$ cat src/hdl/scs_pkg.sv
// ----------------------------------------------------------------------------
// scs_pkg
// Shared types and constants of the screen cycle slide sequencer: register
// indexes, reset values, action codes and the structs between the modules.
// ----------------------------------------------------------------------------
package scs_pkg;

  // default geometry of the slide and of the screen ring
  localparam int FRAME_WIDTH_DEF  = 160;
  localparam int SLIDE_STEPS_DEF  = 24;
  localparam int SCREEN_COUNT_DEF = 5;

  // fixed widths of the ports
  localparam int TIME_W   = 32;
  localparam int CFG_W    = 16;
  localparam int INDEX_W  = 3;
  localparam int ACTION_W = 3;
  localparam int SCREEN_W = 3;
  localparam int OFFSET_W = 8;

  // register reset values
  localparam logic [CFG_W-1:0] REDRAW_RST = 16'd600;
  localparam logic [CFG_W-1:0] SPLASH_RST = 16'd6000;
  localparam logic [CFG_W-1:0] LOGO_RST   = 16'd4000;
  localparam logic [CFG_W-1:0] SCREEN_RST = 16'd4000;
  localparam logic [CFG_W-1:0] STEP_RST   = 16'd70;

  // register indexes on the config port
  typedef enum logic [INDEX_W-1:0] {
    REG_REDRAW = 3'd0,
    REG_SPLASH = 3'd1,
    REG_LOGO   = 3'd2,
    REG_SCREEN = 3'd3,
    REG_STEP   = 3'd4
  } reg_idx_t;

  // result action codes
  typedef enum logic [ACTION_W-1:0] {
    ACT_NONE   = 3'd0,
    ACT_REDRAW = 3'd1,
    ACT_BEGIN  = 3'd2,
    ACT_STEP   = 3'd3,
    ACT_FINAL  = 3'd4
  } action_t;

  // configuration registers as seen by the sequencer
  typedef struct packed {
    logic [CFG_W-1:0] redraw_interval_ms;
    logic [CFG_W-1:0] splash_dwell_ms;
    logic [CFG_W-1:0] logo_dwell_ms;
    logic [CFG_W-1:0] screen_dwell_ms;
    logic [CFG_W-1:0] slide_step_ms;
  } cfg_t;

  // one result beat
  typedef struct packed {
    action_t             action;
    logic [SCREEN_W-1:0] shown_screen;
    logic [SCREEN_W-1:0] incoming_screen;
    logic [OFFSET_W-1:0] slide_offset;
  } result_t;

endpackage

$ cat src/hdl/scs_cfg_regs.sv
// ----------------------------------------------------------------------------
// scs_cfg_regs
// Timing register file: five 16-bit intervals written over the config port,
// unknown indexes ignored.
// ----------------------------------------------------------------------------
module scs_cfg_regs (
  input  logic                          clk,
  input  logic                          rst,
  input  logic                          wr_en,
  input  logic [scs_pkg::INDEX_W-1:0]   wr_index,
  input  logic [scs_pkg::CFG_W-1:0]     wr_data,
  output scs_pkg::cfg_t                 cfg
);
  import scs_pkg::*;

  cfg_t regs;

  // register writes
  always_ff @(posedge clk) begin
    if (rst) begin
      regs.redraw_interval_ms <= REDRAW_RST;
      regs.splash_dwell_ms    <= SPLASH_RST;
      regs.logo_dwell_ms      <= LOGO_RST;
      regs.screen_dwell_ms    <= SCREEN_RST;
      regs.slide_step_ms      <= STEP_RST;
    end else if (wr_en) begin
      case (wr_index)
        REG_REDRAW: regs.redraw_interval_ms <= wr_data;
        REG_SPLASH: regs.splash_dwell_ms    <= wr_data;
        REG_LOGO:   regs.logo_dwell_ms      <= wr_data;
        REG_SCREEN: regs.screen_dwell_ms    <= wr_data;
        REG_STEP:   regs.slide_step_ms      <= wr_data;
        default: begin
        end
      endcase
    end
  end

  assign cfg = regs;

endmodule

$ cat src/hdl/scs_core.sv
// ----------------------------------------------------------------------------
// scs_core
// Sequencer state and per-beat decision: slide pacing, dwell expiry and the
// redraw throttle, each a 32-bit wrapping subtract and compare.
// ----------------------------------------------------------------------------
module scs_core #(
  parameter int FRAME_WIDTH  = scs_pkg::FRAME_WIDTH_DEF,
  parameter int SLIDE_STEPS  = scs_pkg::SLIDE_STEPS_DEF,
  parameter int SCREEN_COUNT = scs_pkg::SCREEN_COUNT_DEF
) (
  input  logic                         clk,
  input  logic                         rst,
  input  logic                         fire,
  input  logic [scs_pkg::TIME_W-1:0]   now,
  input  scs_pkg::cfg_t                cfg,
  output scs_pkg::result_t             res
);
  import scs_pkg::*;

  localparam int SW      = $clog2(SCREEN_COUNT);
  localparam int STW     = $clog2(SLIDE_STEPS + 1);
  localparam int OW      = $clog2(FRAME_WIDTH + 1);
  localparam int RW      = $clog2(SLIDE_STEPS + 1);
  localparam int OFF_INC = FRAME_WIDTH / SLIDE_STEPS;
  localparam int REM_INC = FRAME_WIDTH % SLIDE_STEPS;

  localparam logic [SW-1:0]  LAST_SCREEN = SW'(SCREEN_COUNT - 1);
  localparam logic [SW-1:0]  FIRST_DATA  = SW'(1);
  localparam logic [STW-1:0] LAST_STEP   = STW'(SLIDE_STEPS);
  localparam logic [RW:0]    STEPS_WIDE  = (RW + 1)'(SLIDE_STEPS);

  // state
  logic [SW-1:0]     screen_index,     screen_index_next;
  logic [TIME_W-1:0] entered_time,     entered_time_next;
  logic [TIME_W-1:0] last_redraw_time, last_redraw_time_next;
  logic              splash_finished,  splash_finished_next;
  logic              sliding,          sliding_next;
  logic [SW-1:0]     target_screen,    target_screen_next;
  logic [STW-1:0]    slide_step,       slide_step_next;
  logic [TIME_W-1:0] last_step_time,   last_step_time_next;
  // running offset step*FRAME_WIDTH/SLIDE_STEPS as quotient and remainder
  logic [OW-1:0]     offset_acc,       offset_acc_next;
  logic [RW-1:0]     offset_rem,       offset_rem_next;

  logic [TIME_W-1:0] since_step, since_enter, since_redraw;
  logic [CFG_W-1:0]  dwell;
  logic [SW-1:0]     ring_next;
  logic [RW:0]       rem_sum;
  logic              step_due, dwell_done, redraw_due, last_one;
  logic [SW+SCREEN_W-1:0] shown_ext, target_ext, next_ext;
  logic [OW+OFFSET_W-1:0] offset_ext;

  // elapsed times, modulo 2^32
  assign since_step   = now - last_step_time;
  assign since_enter  = now - entered_time;
  assign since_redraw = now - last_redraw_time;

  always_comb begin
    if (screen_index == '0) begin
      dwell = splash_finished ? cfg.logo_dwell_ms : cfg.splash_dwell_ms;
    end else begin
      dwell = cfg.screen_dwell_ms;
    end
  end

  assign step_due   = since_step   >= TIME_W'(cfg.slide_step_ms);
  assign dwell_done = since_enter  >= TIME_W'(dwell);
  assign redraw_due = since_redraw >= TIME_W'(cfg.redraw_interval_ms);
  assign ring_next  = (screen_index == LAST_SCREEN) ? '0 : screen_index + SW'(1);
  assign last_one   = slide_step == LAST_STEP;
  assign rem_sum    = {1'b0, offset_rem} + (RW + 1)'(REM_INC);

  // fit screens and offset into the port widths
  assign shown_ext  = {{SCREEN_W{1'b0}}, screen_index};
  assign target_ext = {{SCREEN_W{1'b0}}, target_screen};
  assign next_ext   = {{SCREEN_W{1'b0}}, ring_next};
  assign offset_ext = {{OFFSET_W{1'b0}}, offset_acc};

  // next state and result
  always_comb begin
    screen_index_next     = screen_index;
    entered_time_next     = entered_time;
    last_redraw_time_next = last_redraw_time;
    splash_finished_next  = splash_finished;
    sliding_next          = sliding;
    target_screen_next    = target_screen;
    slide_step_next       = slide_step;
    last_step_time_next   = last_step_time;
    offset_acc_next       = offset_acc;
    offset_rem_next       = offset_rem;

    res.action          = ACT_NONE;
    res.shown_screen    = shown_ext[SCREEN_W-1:0];
    res.incoming_screen = '0;
    res.slide_offset    = '0;

    if (sliding) begin
      res.incoming_screen = target_ext[SCREEN_W-1:0];
      if (step_due) begin
        res.action          = last_one ? ACT_FINAL : ACT_STEP;
        res.slide_offset    = offset_ext[OFFSET_W-1:0];
        last_step_time_next = now;
        slide_step_next     = slide_step + STW'(1);
        // advance the offset by FRAME_WIDTH/SLIDE_STEPS with carry
        if (rem_sum >= STEPS_WIDE) begin
          offset_rem_next = RW'(rem_sum - STEPS_WIDE);
          offset_acc_next = offset_acc + OW'(OFF_INC + 1);
        end else begin
          offset_rem_next = RW'(rem_sum);
          offset_acc_next = offset_acc + OW'(OFF_INC);
        end
        if (last_one) begin
          sliding_next      = 1'b0;
          screen_index_next = target_screen;
          entered_time_next = now;
        end
      end
    end else if (dwell_done) begin
      res.action          = ACT_BEGIN;
      res.incoming_screen = next_ext[SCREEN_W-1:0];
      if (screen_index == '0) begin
        splash_finished_next = 1'b1;
      end
      target_screen_next  = ring_next;
      sliding_next        = 1'b1;
      slide_step_next     = '0;
      offset_acc_next     = '0;
      offset_rem_next     = '0;
      last_step_time_next = now;
    end else if (redraw_due) begin
      res.action            = ACT_REDRAW;
      last_redraw_time_next = now;
    end
  end

  // state registers
  always_ff @(posedge clk) begin
    if (rst) begin
      screen_index     <= '0;
      entered_time     <= '0;
      last_redraw_time <= '0;
      splash_finished  <= 1'b0;
      sliding          <= 1'b0;
      target_screen    <= FIRST_DATA;
      slide_step       <= '0;
      last_step_time   <= '0;
      offset_acc       <= '0;
      offset_rem       <= '0;
    end else if (fire) begin
      screen_index     <= screen_index_next;
      entered_time     <= entered_time_next;
      last_redraw_time <= last_redraw_time_next;
      splash_finished  <= splash_finished_next;
      sliding          <= sliding_next;
      target_screen    <= target_screen_next;
      slide_step       <= slide_step_next;
      last_step_time   <= last_step_time_next;
      offset_acc       <= offset_acc_next;
      offset_rem       <= offset_rem_next;
    end
  end

`ifndef SYNTH
  // step counter never runs past the final step while sliding
  assert property (@(posedge clk) disable iff (rst)
    sliding |-> slide_step <= LAST_STEP)
    else $error("slide step beyond final step");

  // screen numbers stay inside the ring
  assert property (@(posedge clk) disable iff (rst)
    screen_index <= LAST_SCREEN && target_screen <= LAST_SCREEN)
    else $error("screen index outside ring");

  // final step lands on the target screen and ends the slide
  assert property (@(posedge clk) disable iff (rst)
    fire && res.action == ACT_FINAL |=>
      !sliding && screen_index == $past(target_screen))
    else $error("final step did not land on target");

  // begin slide restarts the step counter and offset
  assert property (@(posedge clk) disable iff (rst)
    fire && res.action == ACT_BEGIN |=>
      sliding && slide_step == '0 && offset_acc == '0)
    else $error("slide did not restart");
`endif

endmodule

$ cat src/hdl/screen_cycle_slide_sequencer.sv
// ----------------------------------------------------------------------------
// screen_cycle_slide_sequencer
// Screen ring sequencer: per timestamp beat, decides redraw, slide start or
// slide step and the slide offset, with an input and a result register.
// ----------------------------------------------------------------------------
// a timestamp passes the input register and then the result register before its result beat is valid
// throughput: one timestamp per cycle while out_stall is low, set by the single state update stage
// a stalled result holds; the input side keeps taking beats while the
// input register has room, so stall reaches back only when both are full
// reset: synchronous, returns config registers, valid flags and sequencer state to
// power-on values at once, no clearing pass
module screen_cycle_slide_sequencer #(
  parameter int FRAME_WIDTH  = scs_pkg::FRAME_WIDTH_DEF,
  parameter int SLIDE_STEPS  = scs_pkg::SLIDE_STEPS_DEF,
  parameter int SCREEN_COUNT = scs_pkg::SCREEN_COUNT_DEF
) (
  input  logic                           clk,
  input  logic                           rst,
  // timestamp channel
  input  logic                           in_valid,
  output logic                           in_stall,
  input  logic [scs_pkg::TIME_W-1:0]     now_ms,
  // result channel
  output logic                           out_valid,
  input  logic                           out_stall,
  output logic [scs_pkg::ACTION_W-1:0]   action,
  output logic [scs_pkg::SCREEN_W-1:0]   shown_screen,
  output logic [scs_pkg::SCREEN_W-1:0]   incoming_screen,
  output logic [scs_pkg::OFFSET_W-1:0]   slide_offset,
  // config write channel
  input  logic                           cfg_valid,
  output logic                           cfg_ready,
  input  logic [scs_pkg::INDEX_W-1:0]    cfg_index,
  input  logic [scs_pkg::CFG_W-1:0]      cfg_data
);
  import scs_pkg::*;

  cfg_t              cfg;
  result_t           res;
  result_t           res_r;
  logic              hold_valid;
  logic [TIME_W-1:0] hold_now;
  logic              advance;
  logic              in_take;

  assign cfg_ready = 1'b1;

  scs_cfg_regs u_cfg (
    .clk      (clk),
    .rst      (rst),
    .wr_en    (cfg_valid & cfg_ready),
    .wr_index (cfg_index),
    .wr_data  (cfg_data),
    .cfg      (cfg)
  );

  // held beat moves on when the result register is free or draining
  assign advance  = hold_valid && (!out_valid || !out_stall);
  assign in_stall = hold_valid && !advance;
  assign in_take  = in_valid && !in_stall;

  // input register
  always_ff @(posedge clk) begin
    if (rst) begin
      hold_valid <= 1'b0;
    end else if (in_take) begin
      hold_valid <= 1'b1;
    end else if (advance) begin
      hold_valid <= 1'b0;
    end
  end

  always_ff @(posedge clk) begin
    if (in_take) begin
      hold_now <= now_ms;
    end
  end

  scs_core #(
    .FRAME_WIDTH  (FRAME_WIDTH),
    .SLIDE_STEPS  (SLIDE_STEPS),
    .SCREEN_COUNT (SCREEN_COUNT)
  ) u_core (
    .clk  (clk),
    .rst  (rst),
    .fire (advance),
    .now  (hold_now),
    .cfg  (cfg),
    .res  (res)
  );

  // result register
  always_ff @(posedge clk) begin
    if (rst) begin
      out_valid <= 1'b0;
    end else if (advance) begin
      out_valid <= 1'b1;
    end else if (!out_stall) begin
      out_valid <= 1'b0;
    end
  end

  always_ff @(posedge clk) begin
    if (advance) begin
      res_r <= res;
    end
  end

  assign action          = res_r.action;
  assign shown_screen    = res_r.shown_screen;
  assign incoming_screen = res_r.incoming_screen;
  assign slide_offset    = res_r.slide_offset;

endmodule
$ cat config.mk
export PLATFORM = sky130hd
export DESIGN_NAME = screen_cycle_slide_sequencer
export DESIGN_NICKNAME = d
export VERILOG_FILES = /design/src/hdl/scs_pkg.sv /design/src/hdl/scs_cfg_regs.sv /design/src/hdl/scs_core.sv /design/src/hdl/screen_cycle_slide_sequencer.sv
export SDC_FILE = /design/constraint.sdc
export NUM_CORES = 1
export LEC_CHECK = 0
export BUFFER_PORTS_ARGS = -buffer_cell sky130_fd_sc_hd__buf_2
export CELL_PAD_IN_SITES_DETAIL_PLACEMENT = 0
export CELL_PAD_IN_SITES_GLOBAL_PLACEMENT = 2
export CORE_ASPECT_RATIO = 0.5
export CORE_MARGIN = 2
export CORE_UTILIZATION = 38
export CTS_CLUSTER_DIAMETER = 150
export DETAILED_ROUTE_END_ITERATION = 10
export PLACE_DENSITY_LB_ADDON = 0.1
export SLEW_MARGIN = 20
export SYNTH_ARGS = -nofsm -noshare
export SYNTH_HDL_FRONTEND = slang
export SYNTH_SLANG_ARGS = --single-unit
export TNS_END_PERCENT = 5
$ cat constraint.sdc
create_clock -name clk -period 5.7 [get_ports clk]
set_input_delay 0.855 -clock clk [delete_from_list [all_inputs] [get_ports clk]]
set_output_delay 0.855 -clock clk [all_outputs]
set_load 0.01 [all_outputs]
# [Yosys cells after proc, flatten, opt, wreduce, memory -nomap -nowiden]
# Cells that the tools add are included.
[totals] reg_bits=253 latchBits=0 ram_bits=0 romBits=0 in_bits=56 memories=0
[classes] add_sub_neg=9 n_mul=0 n_div=0 order_cmp=4 n_eq_ne=8 shift=0 muxes=31 n_bitwise=2 reduce_logical=23
[ops] operator="$ge 32x16->1" count=3
[ops] operator="$mux 32" count=3
[ops] operator="$sub 32x32->32" count=3
[ops] operator="$mux 16" count=2
[ops] operator="$mux 8" count=4
[ops] operator="$mux 5" count=6
[ops] operator="$mux 3" count=7
[ops] operator="$add 8x3->8 const B" count=2
[ops] operator="$reduce_and 2->1" count=6
[ops] operator="$reduce_and 4->1" count=3
[ops] operator="$mux 1" count=9
[ops] operator="$add 5x5->6 const B" count=1
[ops] operator="$eq 3x2->1 const B" count=2
[ops] operator="$eq 3x3->1 const B" count=2
[ops] operator="$ge 6x5->1 const B" count=1
[ops] operator="$logic_not 3->1" count=2
[ops] operator="$reduce_and 3->1" count=2
[ops] operator="$add 5x1->5 const B" count=1
[ops] operator="$eq 5x5->1 const B" count=1
[ops] operator="$sub 5x5->5 const B" count=1
[ops] operator="$logic_not 1->1" count=4
[ops] operator="$reduce_bool 2->1" count=2
[ops] operator="$add 3x1->3 const B" count=1
[ops] operator="$eq 3x1->1 const B" count=1
[ops] operator="other kinds (5)" count=8

# [Longest topological paths before layout]
# Gate-level depths: netlist of run 1.
[depth] word_depth=8 ltp_mapped=24

# [By module]
# From an unflattened synthesis of run 1, not the netlist that was laid out.
[hier_totals] hier_cells=2094 area_unflattened_um2=17770.8
[by_module_without_submodules] module="scs_core" n_inst=1 cells_each=1735 area_each_um2=13015.0 seq_area_each_um2=2382.3
[by_module_without_submodules] module="scs_cfg_regs" n_inst=1 cells_each=298 area_each_um2=3186.8 seq_area_each_um2=1601.5
[by_module_without_submodules] module="screen_cycle_slide_sequencer" n_inst=1 cells_each=61 area_each_um2=1569.0 seq_area_each_um2=1511.4

# [Worst setup path before layout of run 1]
# OpenSTA, ideal clock, no wires.
[synth_path] path_type="flip-flop to flip-flop" startpoint="reg hold_now[1]" endpoint="reg u_core.last_step_time[13]" setup_ns=0.128 arrival_time_ns=4.507 t_required_ns=5.572 slack_ns=1.066 path_stages_with_launch=22 n_path_buf=2 synth_period_minus_slack_ns=4.634 cell_sequence="edfxtp_1 inv_1 fa_1 nor2b_1 o21bai_1 a211o_1 nand2_1 a31oi_1 xnor2_1 ha_1 a21o_1 a21oi_1 o221ai_1 nor4_1 nand4_1 nor4_1 a31oi_2 o21ai_2 buf_4 buf_6 mux2i_1 nor2_1"
[synth_between] elab_chain_len=4
[synth_lines] item="from (decl)" line_no="screen_cycle_slide_sequencer.sv:42" source="logic [TIME_W-1:0] hold_now;"
[synth_lines] item="from (signal assigned)" line_no="screen_cycle_slide_sequencer.sv:75" source="hold_now <= now_ms;"
[synth_lines] item="$sub 32x32->32, on equally long branches" line_no="scs_core.sv:54, scs_core.sv:55"
[synth_lines] item="$ge 32x16->1, on equally long branches" line_no="scs_core.sv:66, scs_core.sv:67"
[synth_lines] item="$ne 2x2->1 (no source line) / $reduce_bool 2->1 (equally long branches)"
[synth_lines] item="$reduce_and 3->1 (no source line) *"
[synth_lines] item="to (signal assigned)" line_no="scs_core.sv:157" source="last_step_time <= last_step_time_next;"
[synth_lines] item="to (decl)" line_no="scs_core.sv:40" source="logic [TIME_W-1:0] last_step_time, last_step_time_next;"
# Every way passes the cells marked *; elsewhere a longest branch is shown, timed or not.
# A chain may end at the register's enable or synchronous reset.

# [Worst setup path after layout of run 1]
[layout_path] startpoint="reg hold_now[0]" endpoint="reg u_core.last_redraw_time[12]"
[layout_between] elab_chain_len=4
[layout_lines] item="$sub 32x32->32" line_no="scs_core.sv:55" source="assign since_enter = now - entered_time;"
[layout_lines] item="$ge 32x16->1" line_no="scs_core.sv:67" source="assign dwell_done = since_enter >= TIME_W'(dwell);"
[layout_lines] item="$not 1->1 (no source line)"
[layout_lines] item="$reduce_and 4->1 (no source line) *"
[layout_lines] item="to (signal assigned)" line_no="scs_core.sv:152" source="last_redraw_time <= last_redraw_time_next;"
[layout_lines] item="to (decl)" line_no="scs_core.sv:35" source="logic [TIME_W-1:0] last_redraw_time, last_redraw_time_next;"
# Marks and branches as above.

==> impl_metrics.ini, run 1 <==
[status]
status = finished, final reports clean

[clock_tree]
numCtsBuffers = 27
clk_pin_slew_ns = 0.07
hold_buffers = 0
cts_tree = yes
clockBufferDepth = 3
insertion_delay_ns = 0.58
htree_num_levels = 1
cts_sinks = 250
cts_root_buffer = clkbuf_16

[setup_path]
worst_r2r_path_depth = 25
endpoint_kind = flip-flop
r2r_slack_ns = 0.24
cp_max_fo = 13
worstSetupStartpointType = flip-flop
worst-setup-path-type = reg2reg
cp_data_required_time_ns = 6.12
worst-endpoint-arrival_ns = 5.89
r2r-start = hold_now[0]$_DFFE_PP_
r2r-end = u_core.last_redraw_time[12]$_SDFFE_PP0P_

[final_layout]
fillers = 4522
stdcell_area_um2 = 18950
drive_gt1_share_pct = 9.602
antennaDiodeCount = 0
final_nets = 2323
final_cell_mix = 260 x nand2_1, 203 x a21oi_1, 201 x dfxtp_1
final_common_cell = nand2_1
syn_to_final_growth_pct = 12.51
seqCellArea_um2 = 5495
multiInputGateArea_um2 = 10380

[placement]
place.gp.congestion = 0.8569
portBuffers = 74
dp_hpwl_um = 40350
place_area_um2 = 17940

[synth]
avgSynthCellArea_um2 = 8.208
synth_fa_ha_area_share_pct = 11.50
syn_inst = 2052
synth_nets = 2261
ys_warn_count = 0
synth.distinct_cells = 85
synthMuxAreaShare_pct = 7.815
ys_seq_area_share_pct = 32.63
synth_compound_gate_area_share_pct = 19.62
synth.cell_area_um2 = 16840
ys_ff_latch = 250
synth_edf_count = 49
synth_top_family_by_area = compound AO/OA/AOI/OAI gates
synthFlopType = dfxtp_1
synthSimpleGateAreaFrac_pct = 18.57
synthArstFlopShare_pct = 0
yosys.area_share.xor_xnor_pct = 3.588

[power_and_ir_drop]
power_density_nw_per_um2 = 243.6
ir_drop_mv = 0.2277
p_leak_uw = 0.007643
p_total_uw = 4617

[floorplan]
dieArea_um2 = 46130
dieHeight_um = 152.9
num_rows = 54
start_util_pct = 38.59
pin_count = 76
die_x_um = 301.7
coreArea_um2 = 43650

[global_routing]
busiest_layer = met1
grtUsageMet1_pct = 36.19
globalRouteMet2Util_pct = 31.68
grt.overflow.total = 0
grtUsageTotal_pct = 22.56
grt_pass1_wl_um = 81630
grt.met3_usage_pct = 3.724
antenna_found_initial = 0
grt_max_degree = 95
first_global_vias = 13530

[sta]
setup_violations = 0
worst_slew_pin_slew_ns = 1.036
relSlewSlack_pct = 30.43
fin_skew_ns = 0.03440
finalCriticalPeriod_ns = 5.462
slew_violations = 0
max_freq_ghz = 0.1831
hold_viol_final = 0
finalCritPeriodShare_pct = 95.83

[detailed_routing]
drc = 0
wire_per_inst_um = 19.18
ant_nets = 0
via_per_inst = 5.364
drt_iter0_drc = 1095
first_pass_iters = 7
vias = 14610
routed_wl_um = 52220

[min_path]
worstHoldPathCells = 1
hold_end = hold_now[6]$_DFFE_PP_
worstHoldStart = now_ms[6]
hp-class = in2reg

[run]
cap_violations = 0
-- report_power, final --
part | internal (µW) | switching, µW | total [µW]
Clock | 968 | 803 | 1770
Combinational | 357 | 586 | 943
Sequential | 1850 | 50.1 | 1900
Total | 3180 | 1440 | 4620
-- per-layer routing --
metal  up-vias  part of all wire, %
met1      6881                   54
met4         0                  1.2
met3        37                  5.6
li1       7374                    -
met5         -                    0
met2       315                   39
-- registers in the layout, summed over array words and instances (netlist names), 5 cells and up --
signal,count
u_cfg.cfg,80
slide_offset,8
u_core.entered_time,32
u_core.last_step_time,32
u_core.slide_step,5
hold_now,32
u_core.last_redraw_time,32
u_core.offset_acc,8
-- area by class of cell --
| type | count | share of cell area, % |
|---|---|---|
| Multi-Input combinational cell | 1540 | 54.77 |
| Clock inverter | 22 | 0.9838 |
| Clock buffer | 28 | 3.585 |
| Timing Repair Buffer | 124 | 4.391 |
| Inverter | 171 | 3.387 |
| Tap cell | 588 | 3.882 |
| Sequential cell | 250 | 29.00 |
-- cells in the mapped netlist (all sizes together) (15+ instances only) --
library cell,count,share of area (%)
or3,17,0.63
edfxtp,49,8.7
and2,18,0.67
nor3,18,0.53
a31oi,20,0.78
mux2i,127,7.5
a21oi,206,6.1
o211ai,26,1.2
xnor2,37,1.9
a21o,49,2.2
o21ai,74,2.2
nand2,260,5.8
nand4,33,1.3
a211oi,20,0.89
dfxtp,201,24
inv,171,3.8
clkbuf,73,1.6
o21a,20,0.89
and3,15,0.56
xor2,32,1.7
nand3,37,1.1
nor2,195,4.3
ha,150,11
buf,18,0.82
nand3b,26,1.2
-- critical path, cell delays in order, from the launching register on --
cell	delay [ns]
edfxtp_1	0.43
inv_1	0.14
ha_1	0.19
inv_1	0.06
fa_1	0.40
a21o_1	0.19
a31o_1	0.25
a21oi_1	0.31
buf_4	0.21
o21ai_0	0.13
nand3_1	0.11
nand2_1	0.06
xor2_1	0.15
ha_1	0.29
a21o_1	0.16
a21oi_1	0.32
o211ai_1	0.35
a21oi_1	0.25
o211ai_1	0.13
nor4_2	0.26
buf_4	0.20
a311oi_4	0.10
buf_12	0.19
clkbuf_16	0.18
mux2i_1	0.16
nor2_1	0.05
-- logic make-up (layout without fill, tap and decap cells) --
kind of cell               Yosys count  count (layout)
xor gates and xnor gates            69              69
AOI/OAI and AO/OA                  512             512
other                                1               1
muxes                              131             131
buffers and inverters              262             345
DFF                                250             250
and+or+nand+nor                    674             674
adders and majority gates          153             153
-- per-stage QoR --
step	cells	setup slack (ns)	hold WS, ns	setup TNS [ns]	util [%]
finish	2723	0.2377	0.4531	0	43.42
global route	2723	-0.01120	0.4224	-0.02396	43.42
CTS	2717	0.1747	0.4211	0	43.09
detailed placement	2667	0.2389	0.4461	0	41.11
global placement	2667	0.2729	0.4418	0	41.11
floorplan	2052	1.066	0.4357	0	-
-- repair_timing --
action	4_1_cts	5_1_grt
gates resized for setup	0	9
setup endpoints to repair	0	80
buffers inserted	0	5
-- worst max path at each step --
stage	startpoint	endpoint	slack [ns]
after detailed placement	hold_now[4]$_DFFE_PP_	u_core.last_redraw_time[28]$_SDFFE_PP0P_	0.24
after global placement	hold_now[4]$_DFFE_PP_	u_core.last_redraw_time[25]$_SDFFE_PP0P_	0.27
final	hold_now[0]$_DFFE_PP_	u_core.last_redraw_time[12]$_SDFFE_PP0P_	0.24
after floorplan	hold_now[1]$_DFFE_PP_	u_core.last_step_time[13]$_SDFFE_PP0P_	1.07
after CTS	hold_now[4]$_DFFE_PP_	u_core.last_redraw_time[25]$_SDFFE_PP0P_	0.17
after global routing	hold_now[10]$_DFFE_PP_	u_core.last_redraw_time[9]$_SDFFE_PP0P_	-0.01
No activity file was read; power rests on OpenSTA's default activity.
==> run 2: changes to the inputs <==
Settings changed: CORE_ASPECT_RATIO 0.5 to not set.
==> impl_metrics.ini, run 2 (synthesis results as in run 1) <==
[final_layout]
fillers = 4427
final_nets = 2318
final_cells = 2727
drive_gt1_share_pct = 9.508
syn_to_final_growth_pct = 13.38
multiInputGateArea_um2 = 10370
final_common_cell = nand2_1
stdcell_area_um2 = 19100
seqCellArea_um2 = 5495
largest_reg_flops = 80
antennaDiodeCount = 0
final_cell_mix = 260 x nand2_1, 205 x a21oi_1, 201 x dfxtp_1

[setup_path]
worst-endpoint-arrival_ns = 5.80
worst_r2r_path_depth = 17
cp_max_fo = 8
worstSetupStartpointType = flip-flop
worst-setup-path-type = reg2reg
r2r-start = hold_now[12]$_DFFE_PP_
worstSetupStartpoint = hold_now[12]$_DFFE_PP_
r2r-end = action[0]$_DFFE_PP_
cpMaxStageDelayCell = a311oi_2
cp_cell_sequence = buf_4 -> ha_1 -> nand4_1 -> a2111oi_4 -> o41ai_4 -> nand2_1 -> a21oi_1 -> xnor2_1 -> ha_1 -> and4_1 -> o31ai_1 -> o31ai_1 -> or4b_4 -> nor4_4 -> nand4b_1 -> a311oi_2 -> a21o_1
critical-path-max-stage-delay_ns = 0.68
cp_top_family = simple AND/OR/NAND/NOR gates
cp_data_required_time_ns = 6.10
endpoint_kind = flip-flop
cp_num_buf_inv = 1
r2r_slack_ns = 0.30

[detailed_routing]
vias = 14550
wire_per_inst_um = 18.37
drt_iter0_drc = 921
via_per_inst = 5.335
drc = 0
routed_wl_um = 50110
ant_nets = 0
first_pass_iters = 5

[min_path]
worstHoldStart = u_cfg.cfg[72]$_SDFFE_PP0P_
worstHoldPathCells = 2
hold_end = u_cfg.cfg[72]$_SDFFE_PP0P_
hp-class = reg2reg

[clock_tree]
insertion_delay_ns = 0.55
clockBufferDepth = 3
cts_tree = yes
htree_num_levels = 2
cts_sinks = 250
hold_buffers = 0
numCtsBuffers = 34
cts_root_buffer = clkbuf_16
clk_pin_slew_ns = 0.05

[sta]
max_freq_ghz = 0.1853
setup_violations = 0
hold_viol_final = 0
finalCritPeriodShare_pct = 94.66
rsz0062_at_grt = false
slew_violations = 0
holdWs_ns = 0.4530
relSlewSlack_pct = 32.16
worst_slew_pin_slew_ns = 1.018
setup_tns_ns = 0
fin_skew_ns = 0.02626
finalCriticalPeriod_ns = 5.395

[power_and_ir_drop]
netSwitchingFraction_pct = 29.60
power_density_nw_per_um2 = 260.9
ir_drop_mv = 0.2130
p_leak_uw = 0.007710
p_comb_share_pct = 18.3
p_int_uw = 3508
pwr-share-seq_pct = 38.2
p_clk_share_pct = 43.5
power_switching_uw = 1475
p_total_uw = 4983

[status]
status = finished, final reports clean

[floorplan]
pin_count = 76
die_x_um = 214.5
num_rows = 77
coreArea_um2 = 44030
dieHeight_um = 214.5
dieArea_um2 = 46030
start_util_pct = 38.26

[placement]
numPlacedInstances = 2659
dp_hpwl_um = 38120
portBuffers = 74
place_area_um2 = 17850
place.gp.congestion = 0.8950

[global_routing]
grt_pass1_wl_um = 78970
antenna_found_initial = 0
first_global_vias = 14110
grt.overflow.total = 0
grt_max_degree = 96
grtUsageTotal_pct = 21.61

[run]
cap_violations = 0
==> run 2: cell types whose count changed in the layout (fill, tap and decap cells not counted), sizes merged <==
cell,delta
clkbuf,+19
buf,-12
clkinv,-7
==> run 2: power by group through the flow <==
stage | clock, µW | sequential [µW] | combinational (µW)
floorplan | 0 | 1920 | 641
global placement | 0 | 1940 | 900
detailed placement | 0 | 1940 | 905
CTS | 2230 | 1900 | 910
global route | 2300 | 1910 | 1020
finish | 2170 | 1900 | 913
==> run 2: layout make-up <==
class	instances	area share [%]
tap	592	3.879
timing repair buffer	112	3.754
sequential	250	28.78
multi-input combinational	1540	54.29
inverter	171	3.361
clock buffer	47	5.137
clock inverter	15	0.7993
==> run 2: metal layers <==
metal	global-route usage, %	vias up	wire (µm)
met1	30.03	6819	24270
met3	2.596	77	1864
li1	-	7367	-
met4	7.454	0	1554
met5	0	-	0
met2	34.68	285	22430
==> run 2: through the flow <==
step	utilization [%]	worst slack, ns
2_1_floorplan	-	1.066
3_3_place_gp	40.53	0.1306
3_5_place_dp	40.53	0.04467
4_1_cts	43.11	0.01663
5_1_grt	43.37	0.03461
6_report	43.37	0.3046
==> run 2: worst max-delay path by stage <==
stage               depth (start not counted)  slack [ns]                                        to
detailed placement                         16        0.04                       action[0]$_DFFE_PP_
global placement                           16        0.13                       action[0]$_DFFE_PP_
floorplan                                  21        1.07    u_core.last_step_time[13]$_SDFFE_PP0P_
CTS                                        16        0.02                       action[0]$_DFFE_PP_
finish                                     17        0.30                       action[0]$_DFFE_PP_
global route                               21        0.03  u_core.last_redraw_time[22]$_SDFFE_PP0P_
==> run 2: timing repair <==
action | in CTS | in global routing
buffers inserted | 0 | 5
resized for setup | 0 | 7
endpoints found under the setup margin | 0 | 58
==> run 2: worst reg2reg max path: cells and delay by family, from the launching register on <==
family | cells | cell delay (ns)
AO/OA/AOI/OAI | 7 | 1.81
AND/OR/NAND/NOR | 6 | 1.88
buffers and inverters | 1 | 0.19
flip-flops | 1 | 0.41
XOR/XNOR | 1 | 0.25
adder cells (fa/ha/maj) | 2 | 0.73
